===== config.mk =====
export PLATFORM = sky130hd
export DESIGN_NAME = order_crossover_permutation_top
export DESIGN_NICKNAME = d
export VERILOG_FILES = /design/src/hw/rtl/ocp_pkg.sv /design/src/hw/rtl/ocp_ram.sv /design/src/hw/rtl/ocp_ctrl.sv /design/src/hw/rtl/order_crossover_permutation_top.sv
export SDC_FILE = /design/constraint.sdc
export NUM_CORES = 2
export LEC_CHECK = 0
export BUFFER_PORTS_ARGS = -buffer_cell sky130_fd_sc_hd__buf_4
export CORE_UTILIZATION = 55
export CTS_BUF_LIST = sky130_fd_sc_hd__clkbuf_8
export DETAILED_ROUTE_END_ITERATION = 7
export PLACE_DENSITY = 0.71
export SYNTH_ARGS = -nofsm -noshare
export SYNTH_HDL_FRONTEND = slang
export SYNTH_SLANG_ARGS = --single-unit

===== constraint.sdc =====
create_clock -name clk -period 31 [get_ports clk]
set_input_delay 6.2 -clock clk [delete_from_list [all_inputs] [get_ports clk]]
set_output_delay 6.2 -clock clk [all_outputs]
set_load 0.1 [all_outputs]

===== src/hw/rtl/ocp_pkg.sv =====
`default_nettype none
// ----------------------------------------------------------------------------
// ocp_pkg
// Shared constants, state encoding and memory request type of the order
// crossover block.
// ----------------------------------------------------------------------------
package ocp_pkg;

    localparam int MAX_LENGTH   = 64;
    localparam int ELEMENT_BITS = 8;
    localparam int CUT_W        = 7;
    localparam int CNT_W        = $clog2(MAX_LENGTH + 1);
    localparam int ADDR_W       = $clog2(MAX_LENGTH);
    localparam int POS_W        = (CNT_W > CUT_W) ? CNT_W : CUT_W;
    localparam int MARK_DEPTH   = 1 << ELEMENT_BITS;
    localparam int CFG_IDX_W    = 1;

    localparam logic [CFG_IDX_W-1:0] REG_CUT_FIRST  = CFG_IDX_W'(0);
    localparam logic [CFG_IDX_W-1:0] REG_CUT_SECOND = CFG_IDX_W'(1);

    localparam logic [CUT_W-1:0] CUT_FIRST_RESET  = CUT_W'(11);
    localparam logic [CUT_W-1:0] CUT_SECOND_RESET = CUT_W'(1);

    localparam logic [CNT_W-1:0] MAX_COUNT = CNT_W'(MAX_LENGTH);

    typedef enum logic [3:0] {
        S_INIT,
        S_LOAD,
        S_SETUP,
        S_MARK,
        S_FILL,
        S_SCAN_MARK,
        S_SCAN_DECIDE,
        S_SLICE,
        S_SLICE_EMIT,
        S_CLEAR
    } state_t;

    typedef struct packed {
        logic                    par_re;
        logic                    par_we;
        logic [ADDR_W-1:0]       par_addr;
        logic                    mark_re;
        logic                    mark_we;
        logic [ELEMENT_BITS-1:0] mark_waddr;
        logic                    mark_wdata;
        logic [ELEMENT_BITS-1:0] mark_raddr;
    } mem_req_t;

endpackage
`default_nettype wire


===== src/hw/rtl/ocp_ram.sv =====
`default_nettype none
// ----------------------------------------------------------------------------
// ocp_ram
// Simple dual-port synchronous RAM, one write and one registered read port.
// ----------------------------------------------------------------------------
module ocp_ram #(
    parameter int DEPTH = 64,
    parameter int WIDTH = 8
) (
    input  wire logic                     clk,
    input  wire logic                     we,
    input  wire logic [$clog2(DEPTH)-1:0] waddr,
    input  wire logic [WIDTH-1:0]         wdata,
    input  wire logic                     re,
    input  wire logic [$clog2(DEPTH)-1:0] raddr,
    output logic      [WIDTH-1:0]         rdata
);

    logic [WIDTH-1:0] mem_array [DEPTH];
    logic [WIDTH-1:0] rdata_reg;

    always_ff @(posedge clk)
    begin
        if (we)
        begin
            mem_array[waddr] <= wdata;
        end
        if (re)
        begin
            rdata_reg <= mem_array[raddr];
        end
    end

    assign rdata = rdata_reg;

endmodule
`default_nettype wire


===== src/hw/rtl/ocp_ctrl.sv =====
`default_nettype none
// ----------------------------------------------------------------------------
// ocp_ctrl
// Sequencer: loads parents, marks the slice, streams the child in position
// order through an output register and clears the marks afterwards.
// ----------------------------------------------------------------------------
module ocp_ctrl (
    input  wire logic                              clk,
    input  wire logic                              rst_n,
    input  wire logic                              in_valid,
    output logic                                   in_stall,
    input  wire logic                              last_pair,
    input  wire logic                              cfg_we,
    input  wire logic [ocp_pkg::CFG_IDX_W-1:0]     cfg_index,
    input  wire logic [ocp_pkg::CUT_W-1:0]         cfg_data,
    input  wire logic [ocp_pkg::ELEMENT_BITS-1:0]  first_rdata,
    input  wire logic [ocp_pkg::ELEMENT_BITS-1:0]  second_rdata,
    input  wire logic                              mark_rdata,
    output ocp_pkg::mem_req_t                      mem_req,
    output logic                                   out_valid,
    input  wire logic                              out_stall,
    output logic      [ocp_pkg::ELEMENT_BITS-1:0]  child_element,
    output logic                                   last_child
);

    import ocp_pkg::*;

    state_t                  state_reg, state_next;
    logic [CUT_W-1:0]        cut_first_reg, cut_second_reg;
    logic [CNT_W-1:0]        count_reg, count_next;
    logic [CNT_W-1:0]        n_reg, n_next;
    logic [CNT_W-1:0]        lo_reg, lo_next;
    logic [CNT_W-1:0]        hi_reg, hi_next;
    logic                    swap_reg, swap_next;
    logic                    back_reg, back_next;
    logic                    pend_reg, pend_next;
    logic [CNT_W-1:0]        idx_reg, idx_next;
    logic [CNT_W-1:0]        scan_reg, scan_next;
    logic [CNT_W-1:0]        fill_reg, fill_next;
    logic [CNT_W-1:0]        emit_cnt_reg, emit_cnt_next;
    logic [ELEMENT_BITS-1:0] init_cnt_reg, init_cnt_next;
    logic                    out_valid_reg, out_valid_next;
    logic [ELEMENT_BITS-1:0] child_reg, child_next;
    logic                    last_reg, last_next;

    logic                    accept;
    logic                    out_free;
    logic                    emit;
    logic [ELEMENT_BITS-1:0] emit_data;
    logic [ELEMENT_BITS-1:0] keep_rdata, donor_rdata;
    logic [POS_W-1:0]        cf_ext, cs_ext, n_ext;
    logic [CNT_W-1:0]        cut_a, cut_b;
    logic [CNT_W-1:0]        need;

    assign accept      = in_valid && !in_stall;
    assign out_free    = !out_valid_reg || !out_stall;
    assign keep_rdata  = swap_reg ? second_rdata : first_rdata;
    assign donor_rdata = swap_reg ? first_rdata : second_rdata;
    assign need        = back_reg ? (n_reg - hi_reg) : lo_reg;

    // cut clamping to the loaded length
    assign cf_ext = POS_W'(cut_first_reg);
    assign cs_ext = POS_W'(cut_second_reg);
    assign n_ext  = POS_W'(n_reg);
    assign cut_a  = (cf_ext < n_ext) ? cf_ext[CNT_W-1:0] : n_reg;
    assign cut_b  = (cs_ext < n_ext) ? cs_ext[CNT_W-1:0] : n_reg;

    always_ff @(posedge clk or negedge rst_n)
    begin
        if (!rst_n)
        begin
            cut_first_reg  <= CUT_FIRST_RESET;
            cut_second_reg <= CUT_SECOND_RESET;
        end
        else if (cfg_we)
        begin
            unique case (cfg_index)
                REG_CUT_FIRST:  cut_first_reg  <= cfg_data;
                REG_CUT_SECOND: cut_second_reg <= cfg_data;
                default: ;
            endcase
        end
    end

    always_ff @(posedge clk or negedge rst_n)
    begin
        if (!rst_n)
        begin
            state_reg     <= S_INIT;
            count_reg     <= '0;
            back_reg      <= 1'b0;
            pend_reg      <= 1'b0;
            init_cnt_reg  <= '0;
            out_valid_reg <= 1'b0;
        end
        else
        begin
            state_reg     <= state_next;
            count_reg     <= count_next;
            back_reg      <= back_next;
            pend_reg      <= pend_next;
            init_cnt_reg  <= init_cnt_next;
            out_valid_reg <= out_valid_next;
        end
    end

    always_ff @(posedge clk)
    begin
        n_reg        <= n_next;
        lo_reg       <= lo_next;
        hi_reg       <= hi_next;
        swap_reg     <= swap_next;
        idx_reg      <= idx_next;
        scan_reg     <= scan_next;
        fill_reg     <= fill_next;
        emit_cnt_reg <= emit_cnt_next;
        child_reg    <= child_next;
        last_reg     <= last_next;
    end

    always_comb
    begin
        state_next    = state_reg;
        count_next    = count_reg;
        n_next        = n_reg;
        lo_next       = lo_reg;
        hi_next       = hi_reg;
        swap_next     = swap_reg;
        back_next     = back_reg;
        pend_next     = pend_reg;
        idx_next      = idx_reg;
        scan_next     = scan_reg;
        fill_next     = fill_reg;
        emit_cnt_next = emit_cnt_reg;
        init_cnt_next = init_cnt_reg;
        in_stall      = 1'b1;
        emit          = 1'b0;
        emit_data     = '0;
        mem_req       = '0;

        unique case (state_reg) inside
            S_INIT:
            begin
                // clearing pass over the whole mark store after reset
                mem_req.mark_we    = 1'b1;
                mem_req.mark_waddr = init_cnt_reg;
                mem_req.mark_wdata = 1'b0;
                init_cnt_next      = init_cnt_reg + ELEMENT_BITS'(1);
                if (init_cnt_reg == '1)
                begin
                    state_next = S_LOAD;
                end
            end

            S_LOAD:
            begin
                in_stall         = 1'b0;
                mem_req.par_addr = count_reg[ADDR_W-1:0];
                if (accept)
                begin
                    if (count_reg < MAX_COUNT)
                    begin
                        mem_req.par_we = 1'b1;
                        count_next     = count_reg + CNT_W'(1);
                    end
                    if (last_pair)
                    begin
                        n_next     = (count_reg < MAX_COUNT) ? count_reg + CNT_W'(1)
                                                             : MAX_COUNT;
                        count_next = '0;
                        state_next = S_SETUP;
                    end
                end
            end

            S_SETUP:
            begin
                swap_next     = !(cut_a < cut_b);
                lo_next       = (cut_a < cut_b) ? cut_a : cut_b;
                hi_next       = (cut_a < cut_b) ? cut_b : cut_a;
                idx_next      = (cut_a < cut_b) ? cut_a : cut_b;
                pend_next     = 1'b0;
                emit_cnt_next = '0;
                state_next    = S_MARK;
            end

            S_MARK, S_CLEAR:
            begin
                // read keep[idx] and write its mark in the following cycle
                mem_req.mark_we    = pend_reg;
                mem_req.mark_waddr = keep_rdata;
                mem_req.mark_wdata = (state_reg == S_MARK);
                if (idx_reg < hi_reg)
                begin
                    mem_req.par_re   = 1'b1;
                    mem_req.par_addr = idx_reg[ADDR_W-1:0];
                    idx_next         = idx_reg + CNT_W'(1);
                    pend_next        = 1'b1;
                end
                else
                begin
                    pend_next = 1'b0;
                    if (!pend_reg)
                    begin
                        if (state_reg == S_MARK)
                        begin
                            back_next  = 1'b0;
                            fill_next  = '0;
                            scan_next  = '0;
                            state_next = S_FILL;
                        end
                        else
                        begin
                            state_next = S_LOAD;
                        end
                    end
                end
            end

            S_FILL:
            begin
                if (fill_reg == need)
                begin
                    if (back_reg)
                    begin
                        idx_next   = lo_reg;
                        pend_next  = 1'b0;
                        state_next = S_CLEAR;
                    end
                    else
                    begin
                        idx_next   = lo_reg;
                        state_next = S_SLICE;
                    end
                end
                else if (scan_reg == n_reg)
                begin
                    // donor used up: remaining fill positions read zero
                    if (out_free)
                    begin
                        emit      = 1'b1;
                        fill_next = fill_reg + CNT_W'(1);
                    end
                end
                else
                begin
                    mem_req.par_re   = 1'b1;
                    mem_req.par_addr = scan_reg[ADDR_W-1:0];
                    state_next       = S_SCAN_MARK;
                end
            end

            S_SCAN_MARK:
            begin
                mem_req.mark_re    = 1'b1;
                mem_req.mark_raddr = donor_rdata;
                state_next         = S_SCAN_DECIDE;
            end

            S_SCAN_DECIDE:
            begin
                if (mark_rdata)
                begin
                    scan_next  = scan_reg + CNT_W'(1);
                    state_next = S_FILL;
                end
                else if (out_free)
                begin
                    emit       = 1'b1;
                    emit_data  = donor_rdata;
                    fill_next  = fill_reg + CNT_W'(1);
                    scan_next  = scan_reg + CNT_W'(1);
                    state_next = S_FILL;
                end
            end

            S_SLICE:
            begin
                if (idx_reg == hi_reg)
                begin
                    back_next  = 1'b1;
                    fill_next  = '0;
                    state_next = S_FILL;
                end
                else
                begin
                    mem_req.par_re   = 1'b1;
                    mem_req.par_addr = idx_reg[ADDR_W-1:0];
                    state_next       = S_SLICE_EMIT;
                end
            end

            S_SLICE_EMIT:
            begin
                if (out_free)
                begin
                    emit       = 1'b1;
                    emit_data  = keep_rdata;
                    idx_next   = idx_reg + CNT_W'(1);
                    state_next = S_SLICE;
                end
            end

            default:
            begin
                state_next = S_INIT;
            end
        endcase

        if (emit)
        begin
            emit_cnt_next = emit_cnt_reg + CNT_W'(1);
        end
    end

    // output register
    always_comb
    begin
        out_valid_next = out_valid_reg;
        child_next     = child_reg;
        last_next      = last_reg;
        if (emit)
        begin
            out_valid_next = 1'b1;
            child_next     = emit_data;
            last_next      = ((emit_cnt_reg + CNT_W'(1)) == n_reg);
        end
        else if (!out_stall)
        begin
            out_valid_next = 1'b0;
        end
    end

    assign out_valid     = out_valid_reg;
    assign child_element = child_reg;
    assign last_child    = last_reg;

endmodule
`default_nettype wire


===== src/hw/rtl/order_crossover_permutation_top.sv =====
`default_nettype none
// ----------------------------------------------------------------------------
// order_crossover_permutation_top
// Order crossover of two loaded parent permutations, child streamed out.
// ----------------------------------------------------------------------------
// loading: one parent pair per cycle while no crossover is running
// crossover: the donor scan takes each donor element by a parent read, then a mark read,
//   then emits it unless it is marked as part of the slice
// reset: clearing pass over the whole mark store, no request taken then
module order_crossover_permutation_top (
    input  wire logic                             clk,
    input  wire logic                             rst_n,
    input  wire logic                             in_valid,
    output logic                                  in_stall,
    input  wire logic [ocp_pkg::ELEMENT_BITS-1:0] crow_element,
    input  wire logic [ocp_pkg::ELEMENT_BITS-1:0] victim_element,
    input  wire logic                             last_pair,
    output logic                                  out_valid,
    input  wire logic                             out_stall,
    output logic      [ocp_pkg::ELEMENT_BITS-1:0] child_element,
    output logic                                  last_child,
    input  wire logic                             cfg_we,
    input  wire logic [ocp_pkg::CFG_IDX_W-1:0]    cfg_index,
    input  wire logic [ocp_pkg::CUT_W-1:0]        cfg_data
);

    import ocp_pkg::*;

    mem_req_t                mem_req;
    logic [ELEMENT_BITS-1:0] first_rdata;
    logic [ELEMENT_BITS-1:0] second_rdata;
    logic [0:0]              mark_rdata;
    logic [0:0]              mark_wdata;

    assign mark_wdata = mem_req.mark_wdata;

    ocp_ram #(
        .DEPTH(MAX_LENGTH),
        .WIDTH(ELEMENT_BITS)
    ) u_first_ram (
        .clk   (clk),
        .we    (mem_req.par_we),
        .waddr (mem_req.par_addr),
        .wdata (crow_element),
        .re    (mem_req.par_re),
        .raddr (mem_req.par_addr),
        .rdata (first_rdata)
    );

    ocp_ram #(
        .DEPTH(MAX_LENGTH),
        .WIDTH(ELEMENT_BITS)
    ) u_second_ram (
        .clk   (clk),
        .we    (mem_req.par_we),
        .waddr (mem_req.par_addr),
        .wdata (victim_element),
        .re    (mem_req.par_re),
        .raddr (mem_req.par_addr),
        .rdata (second_rdata)
    );

    ocp_ram #(
        .DEPTH(MARK_DEPTH),
        .WIDTH(1)
    ) u_mark_ram (
        .clk   (clk),
        .we    (mem_req.mark_we),
        .waddr (mem_req.mark_waddr),
        .wdata (mark_wdata),
        .re    (mem_req.mark_re),
        .raddr (mem_req.mark_raddr),
        .rdata (mark_rdata)
    );

    ocp_ctrl u_ctrl (
        .clk           (clk),
        .rst_n         (rst_n),
        .in_valid      (in_valid),
        .in_stall      (in_stall),
        .last_pair     (last_pair),
        .cfg_we        (cfg_we),
        .cfg_index     (cfg_index),
        .cfg_data      (cfg_data),
        .first_rdata   (first_rdata),
        .second_rdata  (second_rdata),
        .mark_rdata    (mark_rdata[0]),
        .mem_req       (mem_req),
        .out_valid     (out_valid),
        .out_stall     (out_stall),
        .child_element (child_element),
        .last_child    (last_child)
    );

endmodule
`default_nettype wire

**Word level (Yosys, flattened, before mapping)**

Memory sizes are Yosys's and may differ from the RTL's. A register that Yosys moved wholly into a read port is not among the register bits.
Index checks and enable logic that the tools add are counted.

- Add/subtract/negate cells: 7
- $mul: 0
- Divide/modulo/power cells: 0
- Order comparisons: 5
- Equality and inequality tests: 31
- Shift-type cells: 0
- Mux-type cells: 81
- Bitwise operators: 1
- Reductions and logical operators: 24

Operator list:

| kind | count |
|---|---|
| $mux 7 | 22 |
| $pmux 7 s4 | 2 |
| $mux 4 | 12 |
| $mux 8 | 6 |
| $pmux 4 s9 | 1 |
| $add 7x1->7 const B | 5 |
| $eq 7x7->1 | 4 |
| $lt 7x7->1 | 4 |
| $mux 1 | 25 |
| $mux 6 | 4 |
| $pmux 6 s4 | 1 |
| $pmux 10 s2 | 1 |
| $ne 2x2->1 const B | 9 |
| $eq 4x3->1 const B | 4 |
| $pmux 8 s2 | 1 |
| $reduce_and 8->1 | 2 |
| $pmux 7 s2 | 1 |
| $ne 2x1->1 const B | 6 |
| $reduce_and 5->1 | 2 |
| $pmux 1 s3 | 3 |
| $reduce_and 3->1 | 3 |
| $add 8x1->8 const B | 1 |
| $eq 4x2->1 const B | 2 |
| $eq 4x4->1 const B | 2 |
| other kinds (19) | 26 |

- Bits in registers: 95
- Bits in latches: 0
- Memory bits (writable): 1,280
- Memory bits (read-only): 0
- Bits of input ports: 30
- Output and inout port bits: 11
- Word-level logic and storage cells: 170
- Memories: 3

Memory list:

| name | words | bits a word | rd ports | clocked after memory_dff | wr ports | line | RTL |
|---|---|---|---|---|---|---|---|
| u_first_ram.mem_array | 64 | 8 | 1 | 1 | 1 | ocp_ram.sv:19 | `logic [WIDTH-1:0] mem_array [DEPTH];` |
| u_second_ram.mem_array | 64 | 8 | 1 | 1 | 1 | ocp_ram.sv:19 |  |
| u_mark_ram.mem_array | 256 | 1 | 1 | 1 | 1 | ocp_ram.sv:19 |  |

**Longest topological paths before layout**

- Depth after elaboration: 7
- Depth in mapped cells: 22
- Mapped depth without buffers: 20

**Modules after synthesis**

From an unflattened synthesis, not the netlist that was laid out.

- Cells, all modules: 3,333
- Area total of the unflattened synthesis: 58,274.6 um^2

By module, submodules not included:

| module | times used | cells each | area an instance (um^2) | seq. area each (um^2) |
|---|---|---|---|---|
| ocp_ram at u_first_ram ... | 2 | 940 | 20,246.9 | 15,615.0 |
| ocp_ram at u_mark_ram | 1 | 788 | 11,138.2 | 7,717.4 |
| ocp_ctrl | 1 | 665 | 6,642.6 | 2,677.6 |

**Worst setup path before layout**

Ideal clock, no wire load.

- Path kind: register -> register
- Start: reg u_ctrl.state_reg[2]
- End: mem u_mark_ram.mem_array[0] (data pin)
- Setup time: 2,096 ps
- Data arrival time: 10,446 ps
- Data required time: 28,904 ps
- Setup slack: 18,459 ps
- Stages on the path, launching flop included: 4
- Path buffers: 2
- Clock period less this slack: 12,541 ps
- Cell sequence: dfrtp_1 buf_2 clkbuf_1 nor3_1

- Word-level cells in the longest chain between the ends: 3
- Elaborated cells between the ends (all ways): 5
- Those cells by class: eq/ne: 2; mux: 1; reduce/logical: 2

Ends and longest elaborated chain:

| element | line | RTL |
|---|---|---|
| start, declared | ocp_ctrl.sv:28 | `state_t state_reg, state_next;` |
| start signal, assigned | ocp_ctrl.sv:98 | `state_reg <= state_next;` |
| $eq 4x4->1 (no source line) / $eq 4x2->1 (equally long branches) | n/a |  |
| $reduce_or 2->1 | ocp_ctrl.sv:141 | `unique case (state_reg) inside` |
| $pmux 10 s2 (*) | ocp_ctrl.sv:141 |  |
| named net u_mark_ram.wdata | ocp_ram.sv:13 | `input wire logic [WIDTH-1:0] wdata,` |
| end, declared | ocp_ram.sv:19 |  |

Mark *: on every way through the listed nets, which the timed path passes. The rest lies on a longest branch.

**Final worst setup path**

- Start: reg u_ctrl.state_reg[0]
- End: out in_stall

- Word-level cells in the longest chain between the ends: 2

Ends and longest elaborated chain:

| element | line | RTL |
|---|---|---|
| $eq 4x1->1 (no source line) | n/a |  |
| $mux 1 | ocp_ctrl.sv:141 |  |
| end, declared | order_crossover_permutation_top.sv:14 | `output logic in_stall,` |

No other way between the ends.

==> results.md <==
* Largest net degree at the start of global routing at 179
* Vias in the first global route at 37533
* Met3 Resource Use GR at 7.10%
* Number of remaining DRC errors at 0
* HP Start: u_ctrl.init_cnt_reg[6]
* Vias at 39876
* Max Clock Skew at 0.0457 ns
* Reg2reg start: u_ctrl.n_ext[0]
* Placed cell area at 60600 um2
* CTS tree: built
* Post-Place Cells at 6016
* # IOs at 41
* Clock-pin slew of the registers on the worst-case setup and hold paths at 0.06 ns
* Setup bufs post-CTS at 0
* ANT nets after route at 0
* Final hold violation count at 0
* DIE WIDTH at 330 um
* RSZ-0062 raised after global routing: no
* Worst r2r path cells at 17
* 1st-iter DRT viols at 5656
* R2r setup slk at 23.86 ns
* Seq/Total Area, Yosys at 70.3%
* CP startpoint kind: flop
* Area contributors post-synth: edfxtp_1 69%, nand2_1 6.7%, nand3_1 4.4%
* Drt first pass iters at 6
* Slew headroom at 6.40%
* Fin area at 64700 um2
* Overall Global Routing Usage at 29.9%
* Via density at 6.22
* Mapped Cells at 4780
* Met2 usage at 45.3%
* Core Util, Final at 60.5%
* Clock buffer count from CTS at 216
* Final setup violation count at 0
* Clock root cell: clkbuf_8
* First-pass GRT wire length at 239000 um
* Syn_nets at 4848
* Max Freq at 113 MHz
* Mapped Avg Cell Area at 12.4 um2
* Finished Layout Cells at 6407
* Clock Latency Late Sink at 0.93 ns
* Leakage at 22.0 nW
* Core area at 107000 um2
* Die Height at 330 um
* Reg2reg end: u_second_ram.rdata[2]
* Hold Path Depth at 1
* CTS max path bufs at 3
* Maximum vdd drop at 127 uV
* Asr flop ratio synth at 2.59%
* Max-Cap Viols at 0
* Post-DP HPWL at 94700 um
* Pwr Density at 89.8 nW/um2
* WP data arrival at 2.62 ns
* WL/cell at 25.4 um
* GRT overflow at 0
* CP endpoint kind: output port
* Clock tree sinks at 1392
* Setup TNS at 0 ns
* H-tree depth at 4
* Nets at 4900
* Least-Margin Pin Slew at 1.40 ns
* Hold worst-path end: u_ctrl.init_cnt_reg[6]
* FP Rows at 120
* Final hold slack at 0.518 ns
* Fin crit share at 28.5%
* Top-count cell post-synth: edfxtp_1
* Most Used Layer, Global Route: met2
* Share of the synthesized area in the top cell type at 68.7%
* Post-Route WL at 163000 um
* # resized after CTS at 0
* Die ar. at 109000 um2
* Synth warnings at 0
* Starting Density at 55.4%
* Critical path peak fanout at 26
* IO buf count at 40
* Synth cell types at 92
* Share of layout cells above drive strength 1 at 9.84%
* FF+latch count, synth at 1392
* Ys flop type: edfxtp_1
* Top flop regs: u_first_ram.mem_array: 512 flops, u_second_ram.mem_array: 512 flops, u_mark_ram.mem_array: 256 flops
* Post-synth EDFFs at 1356
* CTS hold repair buffers at 0
* Initial antenna violation count at 7
* Met1 Track Usage GR at 41.0%
* Most frequent cells after synthesis: 1356 x edfxtp_1, 1050 x nand2_1, 523 x nand3_1, 435 x nor2_1, 158 x a21oi_1
* Data required time at the worst endpoint at 24.80 ns
* Tmin final at 8.82 ns
* Status: finished, final reports clean
* Area leader, netlist: edfxtp_1
* Worst Hold Class: flop to flop
* GPL Wtd Cong at 0.933
* Area grow syn2layout at 9.17%
* Synthesized cell area at 59200 um2
* Crit path kind: flop to output port
* Slew Limit Fails at 0
==> kinds of logic (layout without fill, tap and decap cells) <==
group | count (synthesis) | count (layout) | synth area share [%]
and+or+nand+nor | 2249 | 2249 | 16.5
DFF | 1392 | 1392 | 70.3
AOI/OAI and AO/OA | 611 | 611 | 6.77
buffers and inverters | 341 | 561 | 2.87
muxes | 93 | 93 | 1.95
xor gates and xnor gates | 56 | 56 | 0.841
adders and majority gates | 38 | 38 | 0.815
other | 0 | 4 | 0
==> routing by layer <==
layer / vias to the layer above / wire length (um)
met3: 393 / 18600
met5: - / 168
met2: 2426 / 74100
li1: 17637 / -
met1: 19412 / 62300
met4: 8 / 7760
==> critical path, stage by stage (launching register included) <==
cell and delay [ns]:
dfrtp_1 0.82, nand2b_1 0.17, nor3_2 0.14, buf_4 0.25, inv_1 0.09, buf_4 0.24
==> how the worst max path moves through the flow <==
stage	from	end	cells past startpoint
after global routing	u_ctrl.state_reg[0]	in_stall	5
after detailed placement	in_valid	u_second_ram.mem_array[10][2]	5
after floorplan	u_ctrl.state_reg[2]	u_mark_ram.mem_array[0]	3
after CTS	u_ctrl.state_reg[0]	in_stall	5
after global placement	in_valid	u_first_ram.mem_array[26][1]	5
final	u_ctrl.state_reg[0]	in_stall	5
==> area by class of cell <==
cell class	count	area [um2]
Antenna cell	4	10.0
Clock buffer	220	3030
Clock inverter	166	1010
Fill cell	8363	42200
Inverter	31	116
Multi-Input combinational cell	3047	16000
Sequential cell	1392	41600
Tap cell	1403	1760
Timing Repair Buffer	144	1160
==> power by group <==
| group | total [W] | switching (W) | internal (W) | leakage [nW] |
|---|---|---|---|---|
| Clock | 0.00146 | 0.000719 | 0.000737 | 2.32 |
| Sequential | 0.00227 | 0.0000793 | 0.00219 | 12.7 |
| Combinational | 0.00208 | 0.00152 | 0.000558 | 6.95 |
| Total | 0.00581 | 0.00232 | 0.00349 | 22.0 |
==> layout by cell type (no fill, tap or decap), drive strengths merged, types with 22 or more instances in the layout <==
cell and instances:
o22ai 50, clkbuf 220, o221ai 41, nor3 38, clkinv 80, nand2b 22
a22oi 23, inv 107, edfxtp 1356, a211oi 45, xor2 29, o21ai 109
and2 37, mux2i 56, nand4 54, a21oi 158, nand3 523, and3 30
a31oi 67, xnor2 27, nand2 1051, dfrtp 32, ha 37, buf 144
nor2 435
==> metrics by stage <==
stage | power [W] | setup WS [ns]
3_3_place_gp | 0.00430 | 21.71
4_1_cts | 0.00578 | 22.12
3_5_place_dp | 0.00434 | 21.59
5_1_grt | 0.00605 | 22.00
6_report | 0.00581 | 22.18
2_1_floorplan | 0.00370 | 18.46
Power figures use the tool's default switching activity.
